**config.mk**
```make
export PLATFORM = sky130hd
export DESIGN_NAME = prim_minimum_spanning_tree
export DESIGN_NICKNAME = d
export VERILOG_FILES = /design/src/hdl/pmst_pkg.sv /design/src/hdl/prim_minimum_spanning_tree.sv /design/src/hdl/pmst_edge_scan.sv
export SDC_FILE = /design/constraint.sdc
export NUM_CORES = 2
export LEC_CHECK = 0
export BUFFER_PORTS_ARGS = -buffer_cell sky130_fd_sc_hd__clkbuf_2
export CORE_MARGIN = 2
export CORE_UTILIZATION = 45
export DETAILED_ROUTE_END_ITERATION = 10
export PLACE_DENSITY = 0.65
export SETUP_SLACK_MARGIN = 0.3
export SKIP_CTS_REPAIR_TIMING = 1
export SYNTH_ARGS = -nofsm -noshare
export SYNTH_HDL_FRONTEND = slang
export SYNTH_SLANG_ARGS = --single-unit
```
**constraint.sdc**
```tcl
create_clock -name clk -period 4.5 [get_ports clk]
set_input_delay 0.45 -clock clk [delete_from_list [all_inputs] [get_ports clk]]
set_output_delay 0.45 -clock clk [all_outputs]
set_load 0.1 [all_outputs]
```
**src/hdl/pmst_pkg.sv**
```systemverilog
// Shared types and constants for the Prim minimum spanning tree block.
// Used by pmst_edge_scan and prim_minimum_spanning_tree; depends on nothing.
package pmst_pkg;

    localparam int VTX_W        = 4;
    localparam int MAX_VERTICES = 1 << VTX_W;
    localparam int WEIGHT_W     = 16;
    localparam int CFG_COUNT_W  = 5;
    localparam int CFG_INDEX_W  = 2;
    localparam int CFG_DATA_W   = 5;

    typedef logic [VTX_W-1:0] vertex_t;

    // configuration register indexes
    localparam logic [CFG_INDEX_W-1:0] CFG_VERTEX_COUNT = 2'd0;
    localparam logic [CFG_INDEX_W-1:0] CFG_START_VERTEX = 2'd1;

    typedef struct packed {
        vertex_t             edge_from;
        vertex_t             edge_to;
        logic [WEIGHT_W-1:0] edge_weight;
        logic                last_edge;
    } edge_in_t;

    typedef struct packed {
        vertex_t             tree_vertex;
        logic [WEIGHT_W-1:0] join_weight;
        logic                last_result;
    } tree_out_t;

    typedef struct packed {
        logic done;
        logic found;
    } scan_status_t;

endpackage

```
**src/hdl/prim_minimum_spanning_tree.sv**
```systemverilog
// Top level of the Prim minimum spanning tree block: loader, tree marks,
// run sequencer and result register. Depends on pmst_pkg and pmst_edge_scan.
//
//  channel   direction  handshake            beat
//  edge      in         edge_valid/stall     one edge_in_t (endpoints, weight, last)
//  tree      out        tree_valid/stall     one tree_out_t (vertex, weight, last)
//  cfg       in         cfg_valid/ready      register index and write data
//
// Edges load one per cycle. An edge beat with last_edge set starts a run and
// stalls the edge channel until the run ends. Each round of the run scans
// every stored edge through the single read port of the edge memory, then
// emits one vertex from the result register in its result cycle. Reset clears
// control state and tree marks at once; the edge memory needs no clearing
// pass. A stalled result register holds the run in its result cycle.
module prim_minimum_spanning_tree #(
    parameter int MAX_EDGES    = 64
) (
    input  logic                                 clk,
    input  logic                                 rst_n,
    input  logic                                 edge_valid,
    output logic                                 edge_stall,
    input  pmst_pkg::edge_in_t                   edge_data,
    output logic                                 tree_valid,
    input  logic                                 tree_stall,
    output pmst_pkg::tree_out_t                  tree_data,
    input  logic                                 cfg_valid,
    output logic                                 cfg_ready,
    input  logic [pmst_pkg::CFG_INDEX_W-1:0]     cfg_index,
    input  logic [pmst_pkg::CFG_DATA_W-1:0]      cfg_data
);
    import pmst_pkg::*;

    localparam int AW = (MAX_EDGES > 1) ? $clog2(MAX_EDGES) : 1;
    localparam int CW = $clog2(MAX_EDGES + 1);
    localparam int VW = $clog2(MAX_VERTICES);
    localparam int NW = ($clog2(MAX_VERTICES + 1) > CFG_COUNT_W) ?
                        $clog2(MAX_VERTICES + 1) : CFG_COUNT_W;

    typedef enum logic [2:0] {
        ST_LOAD = 3'b001,
        ST_SCAN = 3'b010,
        ST_EMIT = 3'b100
    } state_t;

    state_t                  state_reg, state_next;
    logic [CFG_COUNT_W-1:0]  vcount_reg;
    vertex_t                 start_reg;
    logic [CW-1:0]           count_reg, count_next;
    logic [MAX_VERTICES-1:0] in_tree_reg, in_tree_next;
    vertex_t                 pend_v_reg, pend_v_next;
    logic [WEIGHT_W-1:0]     pend_w_reg, pend_w_next;
    logic                    out_valid_reg, out_valid_next;
    tree_out_t               out_data_reg, out_data_next;

    logic [NW-1:0]           vc_ext, n_eff;
    logic                    accept, store_ok, emit_go, scan_start;
    vertex_t                 root;
    scan_status_t            scan_st;
    vertex_t                 best_v;
    logic [WEIGHT_W-1:0]     best_w;

    // effective vertex count: zero acts as one, clamp to capacity
    assign vc_ext = NW'(vcount_reg);
    assign n_eff  = (vc_ext == '0) ? NW'(1) :
                    (vc_ext > NW'(MAX_VERTICES)) ? NW'(MAX_VERTICES) : vc_ext;

    assign edge_stall = (state_reg != ST_LOAD);
    assign accept     = edge_valid && !edge_stall;

    // drop edges with an endpoint out of range or with the store full
    assign store_ok = accept &&
                      (NW'(edge_data.edge_from) < n_eff) &&
                      (NW'(edge_data.edge_to) < n_eff) &&
                      (count_reg < CW'(MAX_EDGES));

    // start out of range falls back to vertex zero
    assign root = (NW'(start_reg) < n_eff) ? start_reg : '0;

    // result slot is free when empty or draining this cycle
    assign emit_go = (state_reg == ST_EMIT) && (!out_valid_reg || !tree_stall);

    always_comb
    begin
        state_next     = state_reg;
        count_next     = count_reg;
        in_tree_next   = in_tree_reg;
        pend_v_next    = pend_v_reg;
        pend_w_next    = pend_w_reg;
        out_data_next  = out_data_reg;
        out_valid_next = out_valid_reg && tree_stall;
        scan_start     = 1'b0;
        case (state_reg)
            ST_LOAD:
            begin
                if (store_ok)
                begin
                    count_next = count_reg + CW'(1);
                end
                if (accept && edge_data.last_edge)
                begin
                    in_tree_next            = '0;
                    in_tree_next[VW'(root)] = 1'b1;
                    pend_v_next             = root;
                    pend_w_next             = '0;
                    scan_start              = 1'b1;
                    state_next              = ST_SCAN;
                end
            end
            ST_SCAN:
            begin
                if (scan_st.done)
                begin
                    state_next = ST_EMIT;
                end
            end
            ST_EMIT:
            begin
                if (emit_go)
                begin
                    // the held vertex goes out; it is last when no edge crosses the cut
                    out_valid_next            = 1'b1;
                    out_data_next.tree_vertex = pend_v_reg;
                    out_data_next.join_weight = pend_w_reg;
                    out_data_next.last_result = !scan_st.found;
                    if (scan_st.found)
                    begin
                        in_tree_next[VW'(best_v)] = 1'b1;
                        pend_v_next               = best_v;
                        pend_w_next               = best_w;
                        scan_start                = 1'b1;
                        state_next                = ST_SCAN;
                    end
                    else
                    begin
                        in_tree_next = '0;
                        count_next   = '0;
                        state_next   = ST_LOAD;
                    end
                end
            end
            default:
            begin
                state_next = ST_LOAD;
            end
        endcase
    end

    always_ff @(posedge clk or negedge rst_n)
    begin
        if (!rst_n)
        begin
            state_reg     <= ST_LOAD;
            vcount_reg    <= CFG_COUNT_W'(16);
            start_reg     <= '0;
            count_reg     <= '0;
            in_tree_reg   <= '0;
            out_valid_reg <= 1'b0;
        end
        else
        begin
            state_reg     <= state_next;
            count_reg     <= count_next;
            in_tree_reg   <= in_tree_next;
            out_valid_reg <= out_valid_next;
            if (cfg_valid && cfg_ready)
            begin
                case (cfg_index)
                    CFG_VERTEX_COUNT: vcount_reg <= cfg_data[CFG_COUNT_W-1:0];
                    CFG_START_VERTEX: start_reg  <= cfg_data[VTX_W-1:0];
                    default:          ;
                endcase
            end
        end
    end

    always_ff @(posedge clk)
    begin
        pend_v_reg   <= pend_v_next;
        pend_w_reg   <= pend_w_next;
        out_data_reg <= out_data_next;
    end

    pmst_edge_scan #(
        .MAX_EDGES    (MAX_EDGES)
    ) u_scan (
        .clk         (clk),
        .rst_n       (rst_n),
        .wr_en       (store_ok),
        .wr_addr     (count_reg[AW-1:0]),
        .wr_from     (edge_data.edge_from),
        .wr_to       (edge_data.edge_to),
        .wr_weight   (edge_data.edge_weight),
        .start       (scan_start),
        .edge_count  (count_reg),
        .in_tree     (in_tree_reg),
        .status      (scan_st),
        .best_vertex (best_v),
        .best_weight (best_w)
    );

    assign cfg_ready  = 1'b1;
    assign tree_valid = out_valid_reg;
    assign tree_data  = out_data_reg;

`ifndef NO_ASSERTIONS
    // a new result appears only from the result cycle of a run
    a_rise_from_emit: assert property (@(posedge clk) disable iff (!rst_n)
        $rose(tree_valid) |-> $past(state_reg == ST_EMIT))
        else $error("result appeared outside the result cycle");

    // the scanner finishes only while the sequencer waits for it
    a_done_in_scan: assert property (@(posedge clk) disable iff (!rst_n)
        scan_st.done |-> (state_reg == ST_SCAN))
        else $error("scan finished outside a scan round");

    // the final result of a run leaves an empty store and no tree marks
    a_run_cleanup: assert property (@(posedge clk) disable iff (!rst_n)
        (emit_go && !scan_st.found) |=>
            ((state_reg == ST_LOAD) && (count_reg == '0) && (in_tree_reg == '0)))
        else $error("run did not clean up after its final result");

    // a run always holds at least the root in the tree
    a_tree_nonempty: assert property (@(posedge clk) disable iff (!rst_n)
        (state_reg != ST_LOAD) |-> (in_tree_reg != '0))
        else $error("run in progress with no tree vertex");
`endif

endmodule

```
**src/hdl/pmst_edge_scan.sv**
```systemverilog
// Edge store and scan datapath: one synchronous memory, at most one read per cycle.
// Depends on pmst_pkg.
module pmst_edge_scan #(
    parameter int MAX_EDGES    = 64
) (
    input  logic                               clk,
    input  logic                               rst_n,
    input  logic                               wr_en,
    input  logic [(MAX_EDGES > 1 ? $clog2(MAX_EDGES) : 1)-1:0] wr_addr,
    input  pmst_pkg::vertex_t                  wr_from,
    input  pmst_pkg::vertex_t                  wr_to,
    input  logic [pmst_pkg::WEIGHT_W-1:0]      wr_weight,
    input  logic                               start,
    input  logic [$clog2(MAX_EDGES+1)-1:0]     edge_count,
    input  logic [pmst_pkg::MAX_VERTICES-1:0]  in_tree,
    output pmst_pkg::scan_status_t             status,
    output pmst_pkg::vertex_t                  best_vertex,
    output logic [pmst_pkg::WEIGHT_W-1:0]      best_weight
);
    import pmst_pkg::*;

    localparam int AW = (MAX_EDGES > 1) ? $clog2(MAX_EDGES) : 1;
    localparam int CW = $clog2(MAX_EDGES + 1);
    localparam int VW = $clog2(MAX_VERTICES);
    localparam int EW = 2 * VTX_W + WEIGHT_W;

    logic [EW-1:0] mem [MAX_EDGES];
    logic [EW-1:0] rd_data_reg;

    logic          active_reg, active_next;
    logic [CW-1:0] iss_cnt_reg, iss_cnt_next;
    logic          rd_pend_reg, rd_pend_next;
    logic          found_reg, found_next;
    vertex_t       best_v_reg, best_v_next;
    logic [WEIGHT_W-1:0] best_w_reg, best_w_next;

    logic                   issue;
    vertex_t                e_from, e_to, outside;
    logic [WEIGHT_W-1:0]    e_w;
    logic                   in_a, in_b, better;

    assign issue = active_reg && (iss_cnt_reg < edge_count);

    always_ff @(posedge clk)
    begin
        if (wr_en)
        begin
            mem[wr_addr] <= {wr_from, wr_to, wr_weight};
        end
        if (issue)
        begin
            rd_data_reg <= mem[iss_cnt_reg[AW-1:0]];
        end
    end

    assign e_from  = rd_data_reg[EW-1 -: VTX_W];
    assign e_to    = rd_data_reg[EW-VTX_W-1 -: VTX_W];
    assign e_w     = rd_data_reg[WEIGHT_W-1:0];
    assign in_a    = in_tree[VW'(e_from)];
    assign in_b    = in_tree[VW'(e_to)];
    assign outside = in_a ? e_to : e_from;

    // candidate wins on lower weight, then on lower vertex index
    assign better = rd_pend_reg && (in_a != in_b) &&
                    (!found_reg || (e_w < best_w_reg) ||
                     ((e_w == best_w_reg) && (outside < best_v_reg)));

    always_comb
    begin
        active_next  = active_reg;
        iss_cnt_next = iss_cnt_reg;
        rd_pend_next = issue;
        found_next   = found_reg;
        best_v_next  = best_v_reg;
        best_w_next  = best_w_reg;
        if (start)
        begin
            active_next  = 1'b1;
            iss_cnt_next = '0;
            rd_pend_next = 1'b0;
            found_next   = 1'b0;
        end
        else
        begin
            if (issue)
            begin
                iss_cnt_next = iss_cnt_reg + CW'(1);
            end
            if (better)
            begin
                found_next  = 1'b1;
                best_v_next = outside;
                best_w_next = e_w;
            end
            if (active_reg && !issue && !rd_pend_reg)
            begin
                active_next = 1'b0;
            end
        end
    end

    always_ff @(posedge clk or negedge rst_n)
    begin
        if (!rst_n)
        begin
            active_reg  <= 1'b0;
            iss_cnt_reg <= '0;
            rd_pend_reg <= 1'b0;
            found_reg   <= 1'b0;
        end
        else
        begin
            active_reg  <= active_next;
            iss_cnt_reg <= iss_cnt_next;
            rd_pend_reg <= rd_pend_next;
            found_reg   <= found_next;
        end
    end

    always_ff @(posedge clk)
    begin
        best_v_reg <= best_v_next;
        best_w_reg <= best_w_next;
    end

    assign status.done  = active_reg && !issue && !rd_pend_reg;
    assign status.found = found_reg;
    assign best_vertex  = best_v_reg;
    assign best_weight  = best_w_reg;

endmodule
```
# Word-level counts from Yosys, hierarchy flattened
# Memory sizes are Yosys's and may differ from the RTL's. A register that Yosys moved wholly into a read port is not among the register bits.
# Cells that the tools add are included.
[totals]
reg_bits = 107
mem_bits_rw = 1536
inputBits = 37
out_inout_bits = 24
wordCells = 135
n_memories = 1
[memory_table]
columns = ["name", "depth", "width", "rd", "rd_ports_with_merged_regs", "write_ports", "line", "source"]
rows = [
  ["u_scan.mem", 64, 24, 1, 1, 1, "pmst_edge_scan.sv:27", "logic [EW-1:0] mem [MAX_EDGES];"],
]
[classes]
n_addsub = 2
n_lt_le_gt_ge = 14
eq_ne = 13
muxes = 48
bitwise = 2
reduce_logical = 38
[op_table]
columns = ["operator", "n"]
rows = [
  ["2-to-1 mux 16 bit", 6],
  ["case mux 16 bit (2 select lines)", 2],
  ["2-to-1 mux 7 bit", 5],
  ["less-than comparator 4 x 5 -> 1 bit (second input constant)", 4],
  ["2-to-1 mux 4 bit", 5],
  ["== test 16 bit", 1],
  ["less-than comparator 16 bit", 1],
  ["2-to-1 mux 1 bit", 16],
  ["bitwise OR 16 bit", 1],
  ["logical AND 1 bit", 15],
  ["less-than comparator 4 x 5 -> 1 bit", 3],
  ["adder 7 x 1 -> 7 bit (second input constant)", 2],
  ["case mux 7 bit (2 select lines)", 1],
  ["2-to-1 mux 5 bit", 2],
  ["!= test 2 bit (second input constant)", 5],
  ["2-to-1 mux 3 bit", 3],
  ["case mux 3 bit (3 select lines)", 1],
  ["binary-select mux 1 bit (select 4 bit)", 2],
  ["demux 1 bit (select 4 bit)", 2],
  ["greater-or-equal comparator 4 x 1 -> 1 bit (second input constant)", 2],
  ["case mux 4 bit (2 select lines)", 1],
  ["AND reduction 2 bit", 4],
  ["AND reduction 4 bit", 2],
  ["nonzero test 2 bit", 4],
  ["other kinds (19)", 27],
]

# Logic depth before layout (Yosys ltp)
[logic_depth]
depth_word = 11
depth_mapped = 11
depth_no_buf = 10

# Modules after synthesis
# From an unflattened synthesis, not the netlist that was laid out.
[hier_totals]
cells_unflattened = 2786
area_unflattened_um2 = 64658.3
[modules_own_cells]
columns = ["module", "n_inst", "cells_per_inst", "area_per_inst_um2", "seq_area_each_um2"]
rows = [
  ["pmst_edge_scan", 1, 2515, 61189.9, 47695.7],
  ["prim_minimum_spanning_tree", 1, 271, 3468.3, 2134.5],
]

# Worst setup path after synthesis
# No wires, ideal clock.
[synth_path]
kind = "register to register"
start = "register u_scan.rd_data_reg[20], read port of u_scan.mem"
end = "register u_scan.best_v_reg[0], in the netlist u_scan.best_vertex[0] (enable)"
setup_ps = 380
arrival_ps = 3552
required_time_ps = 4120
slack_ps = 568
path_stages_with_launch = 12
path_buffers = 1
period_less_slack_ps = 3932
cell_sequence = "edfxtp_1 > clkbuf_1 > mux4_2 > mux2_2 > mux2i_4 > mux2_2 > ha_1 > a21o_1 > a211oi_1 > nand2_1 > nor4b_1 > o31a_1"
[synth_between]
elab_chain_len = 8
word_cells_on_any_way = 10
classes_between = "order compare: 1; eq/ne: 1; mux: 3; reduce/logical: 5"
[synth_rtl]
columns = ["item", "line", "source"]
rows = [
  ["start: declaration", "pmst_edge_scan.sv:28", "logic [EW-1:0] rd_data_reg;"],
  ["binary-select mux 1 bit (select 4 bit)", "pmst_edge_scan.sv:59", "assign in_a = in_tree[VW'(e_from)];"],
  ["2-to-1 mux 1 bit (not written as such)", "pmst_edge_scan.sv:59", ""],
  ["2-to-1 mux 4 bit", "pmst_edge_scan.sv:61", "assign outside = in_a ? e_to : e_from;"],
  ["net u_scan.outside[1]", "pmst_edge_scan.sv:38", "vertex_t e_from, e_to, outside;"],
  ["less-than comparator 4 bit", "pmst_edge_scan.sv:66", "((e_w == best_w_reg) && (outside < best_v_reg)));"],
  ["logical AND 1 bit", "pmst_edge_scan.sv:66", ""],
  ["logical OR 1 bit", "pmst_edge_scan.sv:65", "(!found_reg || (e_w < best_w_reg) ||"],
  ["logical AND 1 bit", "pmst_edge_scan.sv:64", "assign better = rd_pend_reg && (in_a != in_b) &&"],
  ["AND reduction 2 bit (no line)", "n/a", ""],
  ["end signal: assignment", "pmst_edge_scan.sv:122", "best_v_reg <= best_v_next;"],
  ["end: declaration", "pmst_edge_scan.sv:34", "vertex_t best_v_reg, best_v_next;"],
]
# The timed path passes the listed nets, and every way through them passes these cells. The select of a mux whose other input is x is not followed.
# A chain may end at the register's enable or synchronous reset.

# Worst setup path in the final report
[layout_path]
start = "register vcount_reg[4], in the netlist vc_ext[4]"
end = "memory u_scan.mem[22][22] (netlist bit) (enable)"
[layout_between]
elab_chain_len = 9
word_cells_on_any_way = 11
classes_between = "order compare: 3; mux: 4; reduce/logical: 4"
[layout_rtl]
columns = ["item", "line", "source"]
rows = [
  ["start: declaration", "prim_minimum_spanning_tree.sv:46", "logic [CFG_COUNT_W-1:0] vcount_reg;"],
  ["start signal: assignment", "prim_minimum_spanning_tree.sv:168", "CFG_VERTEX_COUNT: vcount_reg <= cfg_data[CFG_COUNT_W-1:0];"],
  ["greater-than comparator 5 bit", "prim_minimum_spanning_tree.sv:65", "(vc_ext > NW'(MAX_VERTICES)) ? NW'(MAX_VERTICES) : vc_ext;"],
  ["2-to-1 mux 5 bit", "prim_minimum_spanning_tree.sv:65", ""],
  ["2-to-1 mux 5 bit *", "prim_minimum_spanning_tree.sv:64", "assign n_eff = (vc_ext == '0) ? NW'(1) :"],
  ["less-than comparator 4 x 5 -> 1 bit", "prim_minimum_spanning_tree.sv:72", "(NW'(edge_data.edge_from) < n_eff) &&"],
  ["logical AND 1 bit", "prim_minimum_spanning_tree.sv:71", "assign store_ok = accept &&"],
  ["logical AND 1 bit *", "prim_minimum_spanning_tree.sv:72", ""],
  ["logical AND 1 bit *", "prim_minimum_spanning_tree.sv:73", "(NW'(edge_data.edge_to) < n_eff) &&"],
  ["2-to-1 mux 1 bit *", "pmst_edge_scan.sv:46", "if (wr_en)"],
  ["2-to-1 mux 1 bit (not written as such) *", "pmst_edge_scan.sv:48", "mem[wr_addr] <= {wr_from, wr_to, wr_weight};"],
  ["end: declaration", "pmst_edge_scan.sv:27", ""],
]
# Mark *: on every way between the ends. The rest lies on a longest branch, timed or not.

==> results.json <==
{
  "cts_root_buffer": "clkbuf_16",
  "cp-start-kind": "flop",
  "clock_latency_ns": 0.79,
  "seqPwrFrac": 0.438,
  "nets": 3083,
  "slew_headroom": 0.276,
  "first_pass_iters": 6,
  "endpoint_kind": "flop",
  "cts_buffer_depth": 3,
  "drv_slew": 0,
  "avgRoutedWirePerCell_um": 29.9,
  "yosys_warnings": 0,
  "fill_cells": 10700,
  "worst_ep_arrival_time_ns": 4.55,
  "irDropWorstVdd_mv": 0.489,
  "port_buffers": 59,
  "final_cells": 5040,
  "synthTopCellsByArea": "edfxtp_1 76%, mux4_2 17%, dfrtp_1 1.7%",
  "cp_num_buf_inv": 1,
  "drive_above_1_share": 0.325,
  "drt-total-wl_mm": 150,
  "place.detailed.hpwl_mm": 86.3,
  "syn_nets": 2840,
  "drtAntennaViolNets": 0,
  "cp-startpoint": "vc_ext[4]",
  "ys_seq_area_frac": 0.774,
  "reg2reg_from": "vc_ext[4]",
  "cts_tree": "yes",
  "synth.distinct_cells": 66,
  "grt_max_degree": 84,
  "antenna_found_initial": 7,
  "avgSynthCellArea_um2": 23.3,
  "max_stage_delay_ns": 0.71,
  "rsz0062_at_grt": "false",
  "status": "finished, final reports clean",
  "power.density_mw_per_mm2": 569,
  "min-delay-start": "cfg_index[1]",
  "p_int_mw": 30.2,
  "switching_share": 0.279,
  "synth-seq-cells": 1667,
  "ctsHtreeMaxLevel": 4,
  "max_freq_mhz": 245,
  "initial_core_util": 0.454,
  "p_comb_frac": 0.243,
  "gp_congestion": 0.898,
  "path_clk_slew_ns": 0.06,
  "worst_hold_path_type": "primary input to flop",
  "crit_path_top_delay_cell": "or3_1",
  "drt-initial-drc-count": 3864,
  "overflow": 0,
  "tightestPinTransition_ns": 1.08,
  "cts_made_buffers": 166,
  "setup_viol": 0,
  "synth.top_cell.area_share": 0.756,
  "largest_reg_flops": 1536,
  "area_growth_pct": 14.2,
  "switchingPower_mw": 11.7,
  "synth_edf_count": 1621,
  "coreArea_mm2": 0.142,
  "ff_latch_area_mm2": 0.0498,
  "die_h_um": 382,
  "grt_pass1_vias": 31000,
  "viasPerCell": 6.00,
  "synth_top_flop_cell": "edfxtp_1",
  "multi_input_area_mm2": 0.0141,
  "drc": 0,
  "num_vias": 30200,
  "clock_skew_ns": 0.0352,
  "critPathKind": "flop to flop",
  "synth_top_cell_by_area": "edfxtp_1",
  "cp_cell_sequence": "nand2b_1 -> ha_1 -> and3b_1 -> a2111oi_4 -> o21ai_2 -> or2_1 -> or3_1 -> nor2_2 -> buf_12",
  "min_period_ns": 4.08,
  "worstPathRequired_ns": 4.97,
  "period_share": 0.907,
  "max_cap_violations": 0,
  "hold_viol_final": 0,
  "cts_sinks": 1667,
  "clock_power_share": 0.319,
  "die_w_um": 382,
  "crit_family": "simple AND/OR/NAND/NOR gates",
  "crit_fanout": 18,
  "postSynth.asyncResetShare": 0.0276,
  "setup_tns_ns": 0,
  "grt_pass1_wl_mm": 217,
  "syn_area_mm2": 0.0644,
  "globalRouteTotalUtil": 0.208,
  "rows": 138,
  "dp_cells": 4724,
  "power.leakage_nw": 23.1,
  "syn_inst": 2767,
  "die_area_mm2": 0.146,
  "io_pins": 61
}
==> layout by cell type, fill, tap and decap left out, drive strengths merged, types with 7 or more instances in the layout <==
master	n
edfxtp	1621
mux4	489
clkbuf	261
buf	145
nor2	100
clkinv	81
a22oi	48
nand2	47
dfrtp	44
inv	41
ha	36
a21oi	24
o21ai	18
o22ai	16
nand3	14
a31oi	13
mux2	12
nand4	12
bufinv	11
a21o	10
nor3	9
nand2b	8
dlygate4sd3	8
xnor2	7
clkinvlp	7
==> worst reg2reg max path, delay by kind of cell (launching register included) <==
kind,cells,cell delay [ns]
flops,1,0.66
simple gates,5,2.06
buf+inv,1,0.24
fa+ha+maj,1,0.29
compound gates,2,0.51
==> cell families (layout without fill, tap and decap cells) <==
kind of cell | after synthesis | after routing | share of synthesized area
flops | 1667 | 1667 | 0.774
mux | 504 | 504 | 0.174
simple gates | 224 | 224 | 0.0162
buf+inv | 172 | 554 | 0.0111
compound gates | 156 | 156 | 0.0168
fa+ha+maj | 36 | 36 | 0.00700
xor+xnor | 7 | 7 | 0.000952
other cells | 1 | 2 | 0.0000582
==> per-stage QoR <==
stage | util | hold WS (ns) | setup WS, ns | total power [mW] | area [um^2]
6_report | 0.518 | 0.0934 | 0.418 | 41.9 | 73500
5_1_grt | 0.518 | 0.119 | 0.318 | 43.3 | 73500
4_1_cts | 0.518 | -0.420 | 0.463 | 42.2 | 73400
3_5_place_dp | 0.481 | 0.405 | 0.482 | 28.9 | 68100
3_3_place_gp | 0.481 | 0.406 | 0.490 | 28.7 | 68100
2_1_floorplan | - | 0.154 | 0.568 | 25.4 | 64400
==> cell usage after synthesis (all sizes together), types with 12 or more instances <==
cell and n:
a21oi 24, a22oi 48, a31oi 13, buf 66
clkbuf 71, dfrtp 44, edfxtp 1621, ha 36
inv 34, mux2 12, mux4 489, nand2 47
nand3 14, nand4 12, nor2 100, o21ai 18
o22ai 16
==> power groups by stage <==
stage                     sequential [mW]  clock [mW]  combinational [mW]
final                                18.3        13.4                10.2
after global placement               18.6           0                10.1
after global routing                 18.4        14.2                10.8
after detailed placement             18.6           0                10.3
after CTS                            18.3        13.6                10.3
after floorplan                      18.2           0                7.19
==> metal layers <==
layer,up-vias,track usage,share of wire
li1,12300,-,-
met5,-,0,0.000086
met2,1305,0.332,0.49
met3,260,0.0442,0.078
met1,16300,0.287,0.41
met4,2,0.0677,0.031
==> layout make-up <==
class	count	share of cell area
inverters	35	0.00179
multi-input cells	928	0.192
well taps	1890	0.0322
clock inverters	105	0.0125
clock buffers	202	0.0594
repair buffers	212	0.0243
diodes	1	0.0000340
flip-flops and latches	1667	0.678
==> final timing paths <==
path / depth (start not counted) / slack [ns] / end
setup / recovery: 9 / 0.42 / u_scan.mem[22][22]
hold / removal: 4 / 0.09 / vc_ext[0]
min in group asynchronous: 2 / 0.17 / start_reg[0]
setup reg to reg: 9 / 0.42 / u_scan.mem[22][22]
hold reg to reg: 0 / 0.42 / tree_data[6]
max in group asynchronous: 3 / 3.46 / u_scan.iss_cnt_reg[2]
Note: power is estimated with default switching activity, not from simulation.
